--- src/design/lfr_pkg.sv ---
// lfr_pkg: shared codes, register map and reset values of the line follower
// recovery block; used by the top level and its checker
// no dependencies
package lfr_pkg;

    // register indexes, byte address is 4 * index
    localparam logic [2:0] REG_BASE_SPEED_A      = 3'd0;
    localparam logic [2:0] REG_BASE_SPEED_B      = 3'd1;
    localparam logic [2:0] REG_TURN_SPEED        = 3'd2;
    localparam logic [2:0] REG_SLIGHT_TURN_SPEED = 3'd3;
    localparam logic [2:0] REG_SEARCH_SPEED      = 3'd4;
    localparam logic [2:0] REG_SWEEP_TICKS       = 3'd5;
    localparam logic [2:0] REG_REVERSE_TICKS     = 3'd6;
    localparam logic [2:0] REG_MAX_SWEEPS        = 3'd7;

    localparam int unsigned PADDR_W = 5;

    // register reset values
    localparam logic [7:0]  RST_BASE_SPEED_A      = 8'd28;
    localparam logic [7:0]  RST_BASE_SPEED_B      = 8'd29;
    localparam logic [7:0]  RST_TURN_SPEED        = 8'd25;
    localparam logic [7:0]  RST_SLIGHT_TURN_SPEED = 8'd15;
    localparam logic [7:0]  RST_SEARCH_SPEED      = 8'd24;
    localparam logic [15:0] RST_SWEEP_TICKS       = 16'd150;
    localparam logic [15:0] RST_REVERSE_TICKS     = 16'd2500;
    localparam logic [3:0]  RST_MAX_SWEEPS        = 4'd3;

    // fixed duties on a crossing
    localparam logic [7:0] CROSS_DUTY_A = 8'd28;
    localparam logic [7:0] CROSS_DUTY_B = 8'd31;

    // drive directions
    localparam logic [2:0] DIR_FORWARD  = 3'd0;
    localparam logic [2:0] DIR_BACKWARD = 3'd1;
    localparam logic [2:0] DIR_LEFT     = 3'd2;
    localparam logic [2:0] DIR_RIGHT    = 3'd3;
    localparam logic [2:0] DIR_STOP     = 3'd4;

    // recovery modes
    localparam logic [1:0] MODE_FOLLOW  = 2'd0;
    localparam logic [1:0] MODE_RIGHT   = 2'd1;
    localparam logic [1:0] MODE_LEFT    = 2'd2;
    localparam logic [1:0] MODE_REVERSE = 2'd3;

    // sensor patterns, left centre right
    localparam logic [2:0] PAT_NONE   = 3'b000;
    localparam logic [2:0] PAT_R      = 3'b001;
    localparam logic [2:0] PAT_C      = 3'b010;
    localparam logic [2:0] PAT_CR     = 3'b011;
    localparam logic [2:0] PAT_L      = 3'b100;
    localparam logic [2:0] PAT_LR     = 3'b101;
    localparam logic [2:0] PAT_LC     = 3'b110;
    localparam logic [2:0] PAT_ALL    = 3'b111;

    // output tdata field positions
    localparam int unsigned OUT_DIR_LSB   = 0;
    localparam int unsigned OUT_DUTYA_LSB = 3;
    localparam int unsigned OUT_DUTYB_LSB = 11;
    localparam int unsigned OUT_PHASE_LSB = 19;

endpackage

--- src/design/line_follower_recovery_fsm.sv ---
// line_follower_recovery_fsm: steering and timed line recovery from three
// line sensors; depends on lfr_pkg
//
// usage:
//   s_* stream: one beat per sensor sample, tdata = {now_ticks, right,
//   centre, left}. m_* stream: one beat per sample with the drive
//   direction, both motor duties and the recovery phase after the step.
//   apb port: eight registers at byte address 4*index, pready always high.
// pipeline:
//   a sample is held in an input register, the step is evaluated in
//   combinational logic (one 32-bit subtract and two compares on the tick count)
//   and the result lands in the output register, which drives m_tvalid;
//   one sample per cycle sustained while m_tready stays high.
// reset:
//   registers return to their defaults, the mode goes to following and
//   both stages empty.
// stall:
//   while m_tready is low the result holds; one more sample is taken into
//   the input register, then s_tready drops until the result is taken.
module line_follower_recovery_fsm
(
    input  logic        clk,
    input  logic        rst_n,
    // apb configuration
    input  logic        psel,
    input  logic        penable,
    input  logic        pwrite,
    input  logic [lfr_pkg::PADDR_W-1:0] paddr,
    input  logic [31:0] pwdata,
    output logic [31:0] prdata,
    output logic        pready,
    // sample stream
    input  logic        s_tvalid,
    output logic        s_tready,
    input  logic [39:0] s_tdata,   // sense_left, sense_center, sense_right, now_ticks[31:0]
    // result stream
    output logic        m_tvalid,
    input  logic        m_tready,
    output logic [23:0] m_tdata    // drive_dir[2:0], duty_a[7:0], duty_b[7:0], recovery_phase[1:0]
);

    // configuration registers
    logic [7:0]  base_speed_a_reg;
    logic [7:0]  base_speed_b_reg;
    logic [7:0]  turn_speed_reg;
    logic [7:0]  slight_turn_speed_reg;
    logic [7:0]  search_speed_reg;
    logic [15:0] sweep_ticks_reg;
    logic [15:0] reverse_ticks_reg;
    logic [3:0]  max_sweeps_reg;

    logic        cfg_write;
    logic [2:0]  cfg_index;

    // step state
    logic [1:0]  mode_reg,        mode_next;
    logic [31:0] phase_start_reg, phase_start_next;
    logic [3:0]  sweeps_done_reg, sweeps_done_next;

    // input stage
    logic        in_valid_reg;
    logic [2:0]  in_pat_reg;
    logic [31:0] in_now_reg;

    // output stage
    logic        out_valid_reg, out_valid_next;
    logic [2:0]  out_dir_reg,   out_dir_next;
    logic [7:0]  out_duty_a_reg, out_duty_a_next;
    logic [7:0]  out_duty_b_reg, out_duty_b_next;
    logic [1:0]  out_phase_reg;

    logic        s_accept;
    logic        advance;

    // recovery helpers
    logic        from_follow;
    logic [1:0]  cur_mode;
    logic [31:0] start_eff;
    logic [3:0]  sweeps_eff;
    logic [3:0]  sweeps_inc;
    logic [31:0] elapsed;
    logic        sweep_over;
    logic        reverse_over;

    // ---------------- configuration port ----------------
    assign pready    = 1'b1;
    assign cfg_write = psel && penable && pwrite && pready;
    assign cfg_index = paddr[4:2];

    always_ff @(posedge clk or negedge rst_n)
    begin
        if (!rst_n)
        begin
            base_speed_a_reg      <= lfr_pkg::RST_BASE_SPEED_A;
            base_speed_b_reg      <= lfr_pkg::RST_BASE_SPEED_B;
            turn_speed_reg        <= lfr_pkg::RST_TURN_SPEED;
            slight_turn_speed_reg <= lfr_pkg::RST_SLIGHT_TURN_SPEED;
            search_speed_reg      <= lfr_pkg::RST_SEARCH_SPEED;
            sweep_ticks_reg       <= lfr_pkg::RST_SWEEP_TICKS;
            reverse_ticks_reg     <= lfr_pkg::RST_REVERSE_TICKS;
            max_sweeps_reg        <= lfr_pkg::RST_MAX_SWEEPS;
        end
        else if (cfg_write)
        begin
            unique case (cfg_index)
                lfr_pkg::REG_BASE_SPEED_A:      base_speed_a_reg      <= pwdata[7:0];
                lfr_pkg::REG_BASE_SPEED_B:      base_speed_b_reg      <= pwdata[7:0];
                lfr_pkg::REG_TURN_SPEED:        turn_speed_reg        <= pwdata[7:0];
                lfr_pkg::REG_SLIGHT_TURN_SPEED: slight_turn_speed_reg <= pwdata[7:0];
                lfr_pkg::REG_SEARCH_SPEED:      search_speed_reg      <= pwdata[7:0];
                lfr_pkg::REG_SWEEP_TICKS:       sweep_ticks_reg       <= pwdata[15:0];
                lfr_pkg::REG_REVERSE_TICKS:     reverse_ticks_reg     <= pwdata[15:0];
                lfr_pkg::REG_MAX_SWEEPS:        max_sweeps_reg        <= pwdata[3:0];
                default:                        ;
            endcase
        end
    end

    always_comb
    begin
        unique case (cfg_index)
            lfr_pkg::REG_BASE_SPEED_A:      prdata = {24'd0, base_speed_a_reg};
            lfr_pkg::REG_BASE_SPEED_B:      prdata = {24'd0, base_speed_b_reg};
            lfr_pkg::REG_TURN_SPEED:        prdata = {24'd0, turn_speed_reg};
            lfr_pkg::REG_SLIGHT_TURN_SPEED: prdata = {24'd0, slight_turn_speed_reg};
            lfr_pkg::REG_SEARCH_SPEED:      prdata = {24'd0, search_speed_reg};
            lfr_pkg::REG_SWEEP_TICKS:       prdata = {16'd0, sweep_ticks_reg};
            lfr_pkg::REG_REVERSE_TICKS:     prdata = {16'd0, reverse_ticks_reg};
            lfr_pkg::REG_MAX_SWEEPS:        prdata = {28'd0, max_sweeps_reg};
            default:                        prdata = 32'd0;
        endcase
    end

    // ---------------- handshake ----------------
    assign advance  = in_valid_reg && (!out_valid_reg || m_tready);
    assign s_tready = !in_valid_reg || advance;
    assign s_accept = s_tvalid && s_tready;

    always_ff @(posedge clk or negedge rst_n)
    begin
        if (!rst_n)
        begin
            in_valid_reg <= 1'b0;
        end
        else if (s_accept)
        begin
            in_valid_reg <= 1'b1;
        end
        else if (advance)
        begin
            in_valid_reg <= 1'b0;
        end
    end

    // sample payload, pattern packed left centre right
    always_ff @(posedge clk)
    begin
        if (s_accept)
        begin
            in_pat_reg <= {s_tdata[0], s_tdata[1], s_tdata[2]};
            in_now_reg <= s_tdata[34:3];
        end
    end

    // ---------------- step logic ----------------
    // losing the line while following starts a fresh right sweep
    assign from_follow  = (mode_reg == lfr_pkg::MODE_FOLLOW);
    assign cur_mode     = from_follow ? lfr_pkg::MODE_RIGHT : mode_reg;
    assign start_eff    = from_follow ? in_now_reg : phase_start_reg;
    assign sweeps_eff   = from_follow ? 4'd0 : sweeps_done_reg;
    assign sweeps_inc   = sweeps_eff + 4'd1;
    assign elapsed      = in_now_reg - start_eff;
    assign sweep_over   = (elapsed >= {16'd0, sweep_ticks_reg});
    assign reverse_over = (elapsed >= {16'd0, reverse_ticks_reg});

    always_comb
    begin
        mode_next        = mode_reg;
        phase_start_next = phase_start_reg;
        sweeps_done_next = sweeps_done_reg;
        out_dir_next     = lfr_pkg::DIR_FORWARD;
        out_duty_a_next  = 8'd0;
        out_duty_b_next  = 8'd0;
        unique case (in_pat_reg)
            lfr_pkg::PAT_C:
            begin
                out_duty_a_next = base_speed_a_reg;
                out_duty_b_next = base_speed_b_reg;
            end
            lfr_pkg::PAT_ALL:
            begin
                out_duty_a_next = lfr_pkg::CROSS_DUTY_A;
                out_duty_b_next = lfr_pkg::CROSS_DUTY_B;
            end
            lfr_pkg::PAT_LR:
            begin
                out_dir_next    = lfr_pkg::DIR_LEFT;
                out_duty_a_next = slight_turn_speed_reg;
                out_duty_b_next = slight_turn_speed_reg;
            end
            lfr_pkg::PAT_L:
            begin
                mode_next       = lfr_pkg::MODE_FOLLOW;
                out_dir_next    = lfr_pkg::DIR_LEFT;
                out_duty_a_next = turn_speed_reg;
                out_duty_b_next = turn_speed_reg;
            end
            lfr_pkg::PAT_LC:
            begin
                mode_next       = lfr_pkg::MODE_FOLLOW;
                out_dir_next    = lfr_pkg::DIR_LEFT;
                out_duty_a_next = slight_turn_speed_reg;
                out_duty_b_next = slight_turn_speed_reg;
            end
            lfr_pkg::PAT_R:
            begin
                mode_next       = lfr_pkg::MODE_FOLLOW;
                out_dir_next    = lfr_pkg::DIR_RIGHT;
                out_duty_a_next = turn_speed_reg;
                out_duty_b_next = turn_speed_reg;
            end
            lfr_pkg::PAT_CR:
            begin
                mode_next       = lfr_pkg::MODE_FOLLOW;
                out_dir_next    = lfr_pkg::DIR_RIGHT;
                out_duty_a_next = slight_turn_speed_reg;
                out_duty_b_next = slight_turn_speed_reg;
            end
            default:
            begin
                // no line seen: recovery sequence
                mode_next        = cur_mode;
                phase_start_next = start_eff;
                sweeps_done_next = sweeps_eff;
                unique case (cur_mode)
                    lfr_pkg::MODE_RIGHT:
                    begin
                        out_dir_next    = lfr_pkg::DIR_RIGHT;
                        out_duty_b_next = search_speed_reg;
                        if (sweep_over)
                        begin
                            mode_next        = lfr_pkg::MODE_LEFT;
                            phase_start_next = in_now_reg;
                        end
                    end
                    lfr_pkg::MODE_LEFT:
                    begin
                        out_dir_next    = lfr_pkg::DIR_LEFT;
                        out_duty_a_next = search_speed_reg;
                        if (sweep_over)
                        begin
                            sweeps_done_next = sweeps_inc;
                            mode_next        = (sweeps_inc < max_sweeps_reg) ?
                                               lfr_pkg::MODE_RIGHT : lfr_pkg::MODE_REVERSE;
                            phase_start_next = in_now_reg;
                        end
                    end
                    default:
                    begin
                        // reverse, then stop once the window is used up
                        out_dir_next    = reverse_over ? lfr_pkg::DIR_STOP
                                                       : lfr_pkg::DIR_BACKWARD;
                        out_duty_a_next = search_speed_reg;
                        out_duty_b_next = search_speed_reg;
                    end
                endcase
            end
        endcase
    end

    always_ff @(posedge clk or negedge rst_n)
    begin
        if (!rst_n)
        begin
            mode_reg        <= lfr_pkg::MODE_FOLLOW;
            phase_start_reg <= 32'd0;
            sweeps_done_reg <= 4'd0;
        end
        else if (advance)
        begin
            mode_reg        <= mode_next;
            phase_start_reg <= phase_start_next;
            sweeps_done_reg <= sweeps_done_next;
        end
    end

    // ---------------- output stage ----------------
    always_comb
    begin
        if (advance)
        begin
            out_valid_next = 1'b1;
        end
        else if (m_tready)
        begin
            out_valid_next = 1'b0;
        end
        else
        begin
            out_valid_next = out_valid_reg;
        end
    end

    always_ff @(posedge clk or negedge rst_n)
    begin
        if (!rst_n)
        begin
            out_valid_reg <= 1'b0;
        end
        else
        begin
            out_valid_reg <= out_valid_next;
        end
    end

    always_ff @(posedge clk)
    begin
        if (advance)
        begin
            out_dir_reg    <= out_dir_next;
            out_duty_a_reg <= out_duty_a_next;
            out_duty_b_reg <= out_duty_b_next;
            out_phase_reg  <= mode_next;
        end
    end

    assign m_tvalid = out_valid_reg;
    assign m_tdata  = {3'd0, out_phase_reg, out_duty_b_reg, out_duty_a_reg, out_dir_reg};

endmodule

--- config.mk ---
export PLATFORM = sky130hd
export DESIGN_NAME = line_follower_recovery_fsm
export DESIGN_NICKNAME = d
export VERILOG_FILES = /design/src/design/lfr_pkg.sv /design/src/design/line_follower_recovery_fsm.sv
export SDC_FILE = /design/constraint.sdc
export NUM_CORES = 1
export LEC_CHECK = 0
export BUFFER_PORTS_ARGS = -buffer_cell sky130_fd_sc_hd__buf_4
export CAP_MARGIN = 20
export CORE_ASPECT_RATIO = 1.1
export CORE_MARGIN = 2
export CORE_UTILIZATION = 47
export CTS_CLUSTER_SIZE = 16
export DETAILED_ROUTE_END_ITERATION = 16
export GPL_ROUTABILITY_DRIVEN = 0
export PLACE_DENSITY_LB_ADDON = 0.15
export RECOVER_POWER = 25
export SLEW_MARGIN = 20
export SYNTH_ARGS = -nofsm -noshare
export SYNTH_HDL_FRONTEND = slang
export SYNTH_SLANG_ARGS = --single-unit
--- constraint.sdc ---
create_clock -name clk -period 12.3 [get_ports clk]
set_input_delay 1.23 -clock clk [delete_from_list [all_inputs] [get_ports clk]]
set_output_delay 1.23 -clock clk [all_outputs]
set_load 0.005 [all_outputs]
==> results of run 1 <==
==> through the flow <==
stage | hold slack, ns | power [mW] | worst slack [ns] | instances
global placement | 0.463 | 2.18 | 6.56 | 1516
floorplan | 0.449 | 1.88 | 7.08 | 1171
detailed placement | 0.476 | 2.21 | 6.44 | 1516
finish | 0.484 | 2.78 | 6.36 | 1548
CTS | 0.490 | 2.80 | 6.43 | 1548
global route | 0.522 | 2.99 | 6.06 | 1548
==> Yosys cell counts (11+ instances only) <==
cell | number | area (µm²)
nand4_1 | 11 | 68.8
ha_1 | 60 | 751
nand2b_1 | 14 | 87.6
edfxtp_1 | 56 | 1680
mux2_4 | 27 | 405
nand3_1 | 13 | 65.1
nor2b_1 | 23 | 144
and2_1 | 17 | 106
a21oi_1 | 61 | 305
clkbuf_1 | 28 | 105
inv_1 | 71 | 267
dfrtp_1 | 89 | 2230
dfstp_2 | 27 | 709
buf_4 | 24 | 180
nor3_1 | 19 | 95.1
a21o_1 | 13 | 97.6
nor2_1 | 75 | 282
mux2_2 | 48 | 541
o21ai_0 | 77 | 385
mux2i_1 | 44 | 440
nand2_1 | 108 | 405
xnor2_1 | 16 | 140
a221o_1 | 15 | 150
==> final cells by class <==
type / count / share of cell area [%]
multi-input combinational: 857 / 49.0
inverter: 71 / 2.04
clock inverter: 13 / 1.18
timing repair buffer: 106 / 6.02
clock buffer: 19 / 3.55
sequential: 172 / 35.3
tap: 310 / 2.96
==> worst paths after layout <==
kind,slack (ns),endpoint,cells after the start
hold / removal,0.48,m_tvalid,1
max in group asynchronous,8.52,phase_start_reg[24],2
min in group asynchronous,1.72,m_tvalid,1
setup reg to reg,6.36,phase_start_reg[1],24
setup / recovery,6.36,phase_start_reg[1],24
hold reg to reg,0.48,m_tvalid,1
==> per-layer routing <==
metal  up-vias  share of wire [%]
li1       4332                  -
met1      4245                 46
met2       180                 49
met3        37                3.2
met4         0                2.1
met5         -                  0
==> logic make-up (layout without fill, tap and decap cells) <==
| family | Yosys count | in the layout | share of synthesized area (%) |
|---|---|---|---|
| XOR/XNOR | 27 | 27 | 2.16 |
| flip-flops | 172 | 172 | 39.6 |
| other | 2 | 20 | 0.0644 |
| multiplexers | 129 | 129 | 13.6 |
| AND/OR/NAND/NOR | 328 | 328 | 14.0 |
| buffers and inverters | 142 | 209 | 6.19 |
| adder cells (fa/ha/maj) | 70 | 70 | 7.31 |
| AO/OA/AOI/OAI | 283 | 283 | 17.1 |
==> worst reg2reg max path, cell delays in order (launching register included) <==
cell and delay (ns):
dfrtp_1 0.57, or2_1 0.16, buf_4 0.36, nand2_1 0.14
o21ai_0 0.09, ha_1 0.28, inv_1 0.07, ha_1 0.20
a21o_2 0.23, a22oi_2 0.17, a21oi_1 0.14, nor2_1 0.29
o21ai_0 0.17, xor2_1 0.34, ha_1 0.32, a21o_1 0.17
a21oi_1 0.15, o21ai_0 0.13, a31o_2 0.27, nor4_1 0.27
nand4_1 0.21, o31ai_2 0.31, a21oi_4 0.04, buf_4 0.31
mux2_1 0.44
==> power breakdown <==
group	leakage (nW)	switching [mW]	internal, mW
combinational	3.38	0.780	0.588
sequential	1.89	0.109	0.734
clock	0.304	0.250	0.322
==> impl_results.md, run 1 <==
* Final cycle utilization of the critical path at 48.3%
* Placeable Area at 24,400 µm²
* Post-synth EDFFs at 56
* Clock insertion delay at the later pin of the skew report at 0.44 ns
* Share of final-layout standard cells stronger than drive strength 1 at 22.4%
* Global-route track usage on met3 at 2.63%
* GR Layer Usage met2 at 36.4%
* Global routing usage on met1 at 28.9%
* CTS Sinks at 172
* Peak supply drop at 91.0 µV
* Chip height at 169 µm
* Area of all placed cells without fillers at 13,100 µm²
* Global-route wire length before repair at 44,800 µm
* Area growth from synthesis to layout at 12.2%
* Starting Density at 47.8%
* Setup repair bufs after CTS at 0
* Setup Total Neg Slack at 0 ns
* Clock slew at the register clock pins of the worst setup and hold paths at 0.07 ns
* Critical Path, Cell by Cell: or2_1 -> buf_4 -> nand2_1 -> o21ai_0 -> ha_1 -> inv_1 -> ha_1 -> a21o_2 -> a22oi_2 -> a21oi_1 -> nor2_1 -> o21ai_0 -> xor2_1 -> ha_1 -> a21o_1 -> a21oi_1 -> o21ai_0 -> a31o_2 -> nor4_1 -> nand4_1 -> o31ai_2 -> a21oi_4 -> buf_4 -> mux2_1
* Top Family by Delay on Critical Path: compound AO/OA/AOI/OAI gates
* Maximum root-to-sink buffer count at 2
* Slew Viols, Final at 54
* Total routing usage reported by global routing at 21.6%
* I/O pin cnt at 143
* Commonest register cell after synthesis: dfrtp_1
* Number of maximum-capacitance violations at 1
* Synthesis warning total at 0
* Detailed Route WL at 27,400 µm
* First element of the critical path: mode_reg[0]
* Category of the worst setup path capture point: register
* Unrepaired setup endpoints after global routing: no
* Via-to-Cell Ratio at 5.68
* Count of unresolved DRC violations after routing at 0
* Number of synthesized register bits at 172
* Startpoint types: register
* Worst path arrival time at 6.27 ns
* Fmax achieved at 168 MHz
* Number of antenna-violating nets in the routed design at 0
* Cells after Synth at 1,153
* Number of detailed-route iterations in the first pass at 5
* Clock tree skew after final layout at 0.00755 ns
* Resized cells post-CTS at 0
* Area of the die at 26,100 µm²
* Count of final setup violators at 0
* Standard-cell row count at 60
* Combined area of all synthesized cells at 11,700 µm²
* Leakage power figure at 5.58 nW
* Critical path buffer and inverter count at 3
* CTS root buffer: clkbuf_16
* Largest stage delay, worst path at 0.57 ns
* Share of the core filled with cells at 53.6%
* Power per cell area at 213 nW/µm²
* Antenna cells at 0
* Worst Path Class, Setup: reg -> reg
* Headroom to the max-slew limit at -94.7%
* Portion of the post-synthesis area used by sequential elements at 39.6%
* DRC violation total after the first TritonRoute iteration at 498
* Total number of vias at 8,794
* Critical Path RT at 12.63 ns
* Clock buffer count from CTS at 17
* Worst min path class: reg -> reg
* Maximum number of pins on one net before global-route repair at 65
* Number of buffers inserted by hold repair at cts at 0
* Share of flip-flops with an asynchronous set or reset after synthesis at 67.4%
* Final routed wire length divided by cell count at 17.7 µm
* Final count of hold timing violations at 0
* Standard cell with the maximum stage delay on the critical path: dfrtp_1
* Number of global-route vias before repair at 8,481
* Slew at the pin closest to its max-slew limit at 2.92 ns
* Most frequent cells in the layout: nand2_1 (108), dfrtp_1 (89), o21ai_0 (77)
* Layer with the highest usage after global routing: met2
* Number of filler cells placed in the layout at 2,208
* Netlist cell types at 95
* Register area at 4620 µm²
* Half-perimeter wire length after placement at 20,500 µm
* Failing checks: max-capacitance violations, max-slew violations
* Port Buffer Count at 99
* Die boundary width at 154 µm
* Average cell area after synthesis at 10.1 µm²
* Number of nets in the layout at 1,369
* Final worst path period need at 5.94 ns
* TritonCTS clock tree: done
* Total area of multi-input combinational cells at 6410 µm²
* Result of the run: finished with violations
* Worst Min Path Start: in_valid_reg
* Placed instance area at 12,500 µm²
* Most common cell after layout, fill and taps aside: nand2_1
* Highest net fanout along the worst path at 34
* Worst reg2reg path startpoint: mode_reg[0]
* Initial antenna violation count at 0
* H-tree lvl count at 4
* Remaining Overflow, GRT at 0
Power figures use the tool's default switching activity.
==> run 2: changes to the inputs <==
==> constraint.sdc (replaced) <==
create_clock -name clk -period 5.2 [get_ports clk]
set_input_delay 0.52 -clock clk [delete_from_list [all_inputs] [get_ports clk]]
set_output_delay 0.52 -clock clk [all_outputs]
set_load 0.005 [all_outputs]
==> run 2 against run 1 <==
Net effect:
- the flow still finishes with violations (max-capacitance violations, max-slew violations)
- clock skew up 0.0025 ns
- cell area up 1.8%
- global-route usage up 0.30 points
- via count up 0.86%
- routed wire length up 2.6%
- non-clock buffer count up 24
- core utilization up 0.99 points
- hold slack worse by 0.22 ns
- clock power up 130%
- first-iteration DRC count up 6.4%
- clock-buffer cell count down 2
==> impl_results.md, run 2 (synthesis results as in run 1) <==
* Placed cells at 1,540 (was 1,516)
* Maximum number of pins on one net before global-route repair at 67 (was 65)
* Clock insertion delay at the later pin of the skew report at 0.44 ns (about the same)
* Switching power summed over all nets at 2.81 mW (was 1.14 mW)
* Number of global-route vias before repair at 8,578 (was 8,481)
* Unrepaired setup endpoints after global routing: no (unchanged)
* Headroom to the max-slew limit at -158% (was -94.7%)
* Remaining Overflow, GRT at 0 (unchanged)
* Slew Viols, Final at 67 (was 54)
* Result of the run: finished with violations (unchanged)
* Worst min path class: in -> reg (was reg -> reg)
* Register-to-register setup slack at 0.26 ns (was 6.36 ns)
* Critical Path RT at 5.53 ns (was 12.63 ns)
* Area growth from synthesis to layout at 14.2% (was 12.2%)
* Clock slew at the register clock pins of the worst setup and hold paths at 0.08 ns (was 0.07 ns)
* Initial antenna violation count at 0 (unchanged)
* Slew at the pin closest to its max-slew limit at 3.87 ns (was 2.92 ns)
* Count of unresolved DRC violations after routing at 0 (unchanged)
* Global-route wire length before repair at 45,400 µm (was 44,800 µm)
* Half-perimeter wire length after placement at 21,000 µm (was 20,500 µm)
* Antenna cells at 0 (unchanged)
* Starting Density at 47.8% (unchanged)
* Final cycle utilization of the critical path at 94.9% (was 48.3%)
* I/O pin cnt at 143 (unchanged)
* Power per cell area at 503 nW/µm² (was 213 nW/µm²)
* Reg-to-reg critical path endpoint: phase_start_reg[0] (was phase_start_reg[1])
* Layout Cells excl Fill at 1,572 (was 1,548)
* Final worst path period need at 4.94 ns (was 5.94 ns)
* Worst Min Path Start: s_tvalid (was in_valid_reg)
* Switching share of power at 41.9% (was 40.9%)
* Clock tree skew after final layout at 0.0100 ns (was 0.00755 ns)
* Number of maximum-capacitance violations at 1 (unchanged)
* Share of total power in combinational logic at 51.1% (was 49.1%)
* Final count of hold timing violations at 0 (unchanged)
* Worst reg2reg path startpoint: phase_start_reg[3] (was mode_reg[0])
* Worst Hold Path EP: in_valid_reg (was m_tvalid)
* Depth of the worst hold-timing path at 2 (was 1)
* Worst Path Class, Setup: reg -> reg (unchanged)
* Highest net fanout along the worst path at 10 (was 34)
* Most frequent cells in the layout: nand2_1 (108), buf_4 (91), dfrtp_1 (89) (was nand2_1 (108), dfrtp_1 (89), o21ai_0 (77))
* Area of the die at 26,100 µm² (unchanged)
* Total number of vias at 8,870 (was 8,794)
* Total routing usage reported by global routing at 21.9% (was 21.6%)
* Placed instance area at 12,700 µm² (was 12,500 µm²)
* Internal power component at 3.89 mW (was 1.64 mW)
* Number of antenna-violating nets in the routed design at 0 (unchanged)
* Port Buffer Count at 99 (unchanged)
* Via-to-Cell Ratio at 5.64 (was 5.68)
* Detailed Route WL at 28,100 µm (was 27,400 µm)
* Die boundary width at 154 µm (unchanged)
* Startpoint types: register (unchanged)
* Setup repair bufs after CTS at 0 (unchanged)
* Most common cell after layout, fill and taps aside: nand2_1 (unchanged)
* Peak supply drop at 275 µV (was 91.0 µV)
* TritonCTS clock tree: done (unchanged)
* DRC violation total after the first TritonRoute iteration at 530 (was 498)
* Failing checks: max-capacitance violations, max-slew violations (unchanged)
* CTS root buffer: clkbuf_16 (unchanged)
* Number of cell instances on the worst register-to-register path at 20 (was 24)
* Standard-cell row count at 60 (unchanged)
* Share of the core filled with cells at 54.6% (was 53.6%)
* Sequential cell fraction of total power at 29.6% (was 30.3%)
* Count of final setup violators at 0 (unchanged)
* Placeable Area at 24,400 µm² (unchanged)
* Number of nets in the layout at 1,393 (was 1,369)
* Maximum root-to-sink buffer count at 2 (unchanged)
* Area of all placed cells without fillers at 13,300 µm² (was 13,100 µm²)
* Worst path arrival time at 5.27 ns (was 6.27 ns)
* Final routed wire length divided by cell count at 17.9 µm (was 17.7 µm)
* Portion of total power attributed to the clock network at 19.3% (was 20.6%)
* Leakage power figure at 5.70 nW (was 5.58 nW)
* H-tree lvl count at 4 (unchanged)
* Clock buffer count from CTS at 17 (unchanged)
* Chip height at 169 µm (unchanged)
* CTS Sinks at 172 (unchanged)
* Share of final-layout standard cells stronger than drive strength 1 at 24.7% (was 22.4%)
* Number of detailed-route iterations in the first pass at 5 (unchanged)
* Fmax achieved at 203 MHz (was 168 MHz)
* Setup Total Neg Slack at 0 ns (unchanged)
* Category of the worst setup path capture point: register (unchanged)
* Min Hold Slack at 0.265 ns (was 0.484 ns)
[run 2: cell count changes in the layout (fill, tap and decap cells not counted), sizes merged]
cell    delta
buf       +26
bufinv     -2
clkbuf     -4
clkinv     +2
inv        +2
[run 2: worst max path at each step]
stage                            start                   to  slack (ns)
floorplan                  mode_reg[0]  phase_start_reg[24]        0.03
global placement           mode_reg[0]   phase_start_reg[1]        0.23
detailed placement         mode_reg[0]   phase_start_reg[0]        0.15
CTS                        mode_reg[0]   phase_start_reg[0]        0.13
global route        phase_start_reg[3]   phase_start_reg[1]        0.02
finish              phase_start_reg[3]   phase_start_reg[0]        0.26
[run 2: layer usage]
layer / track usage [%] / wire length [µm] / up-vias
met1: 28.6 / 12700 / 4265
li1: - / - / 4378
met3: 2.78 / 920 / 38
met5: 0 / 0 / -
met2: 37.7 / 13900 / 189
met4: 7.23 / 576 / 0
[run 2: final cells by class]
cell class | count | area, µm²
Tap cell | 310 | 388
Clock inverter | 15 | 170
Sequential cell | 172 | 4620
Clock buffer | 17 | 425
Fill cell | 2222 | 11100
Multi-Input combinational cell | 857 | 6460
Inverter | 71 | 267
Timing Repair Buffer | 130 | 1000
[run 2: timing repair]
item                       CTS  global route
resized for setup            0            11
setup endpoints to repair    0            34
hold buffers                 0             0
[run 2: power by group through the flow]
stage | Combinational, mW | Sequential [mW] | Clock, mW
5_1_grt | 3.80 | 2.03 | 1.37
4_1_cts | 3.38 | 1.98 | 1.32
3_5_place_dp | 3.36 | 2.00 | 0
3_3_place_gp | 3.30 | 1.99 | 0
6_report | 3.42 | 1.98 | 1.29
2_1_floorplan | 2.52 | 1.92 | 0
[run 2: critical path, stage by stage (launching register included)]
cell	delay, ns
dfrtp_1	0.50
nand2b_1	0.21
maj3_2	0.33
o21ai_0	0.41
nand2_1	0.18
o22ai_2	0.24
nor2_1	0.09
o32ai_2	0.24
buf_4	0.17
ha_1	0.23
a21o_1	0.16
a21o_1	0.17
a21oi_1	0.13
o21ai_0	0.11
a31o_2	0.26
nor4_1	0.28
nand4_1	0.19
o31ai_2	0.33
a21oi_4	0.07
buf_4	0.21
mux2_1	0.32
[run 2: metrics by stage]
stage               power, mW  worst slack [ns]
floorplan                4.44            0.0261
global placement         5.29             0.232
detailed placement       5.35             0.152
CTS                      6.67             0.131
global route             7.20            0.0213
finish                   6.70             0.264
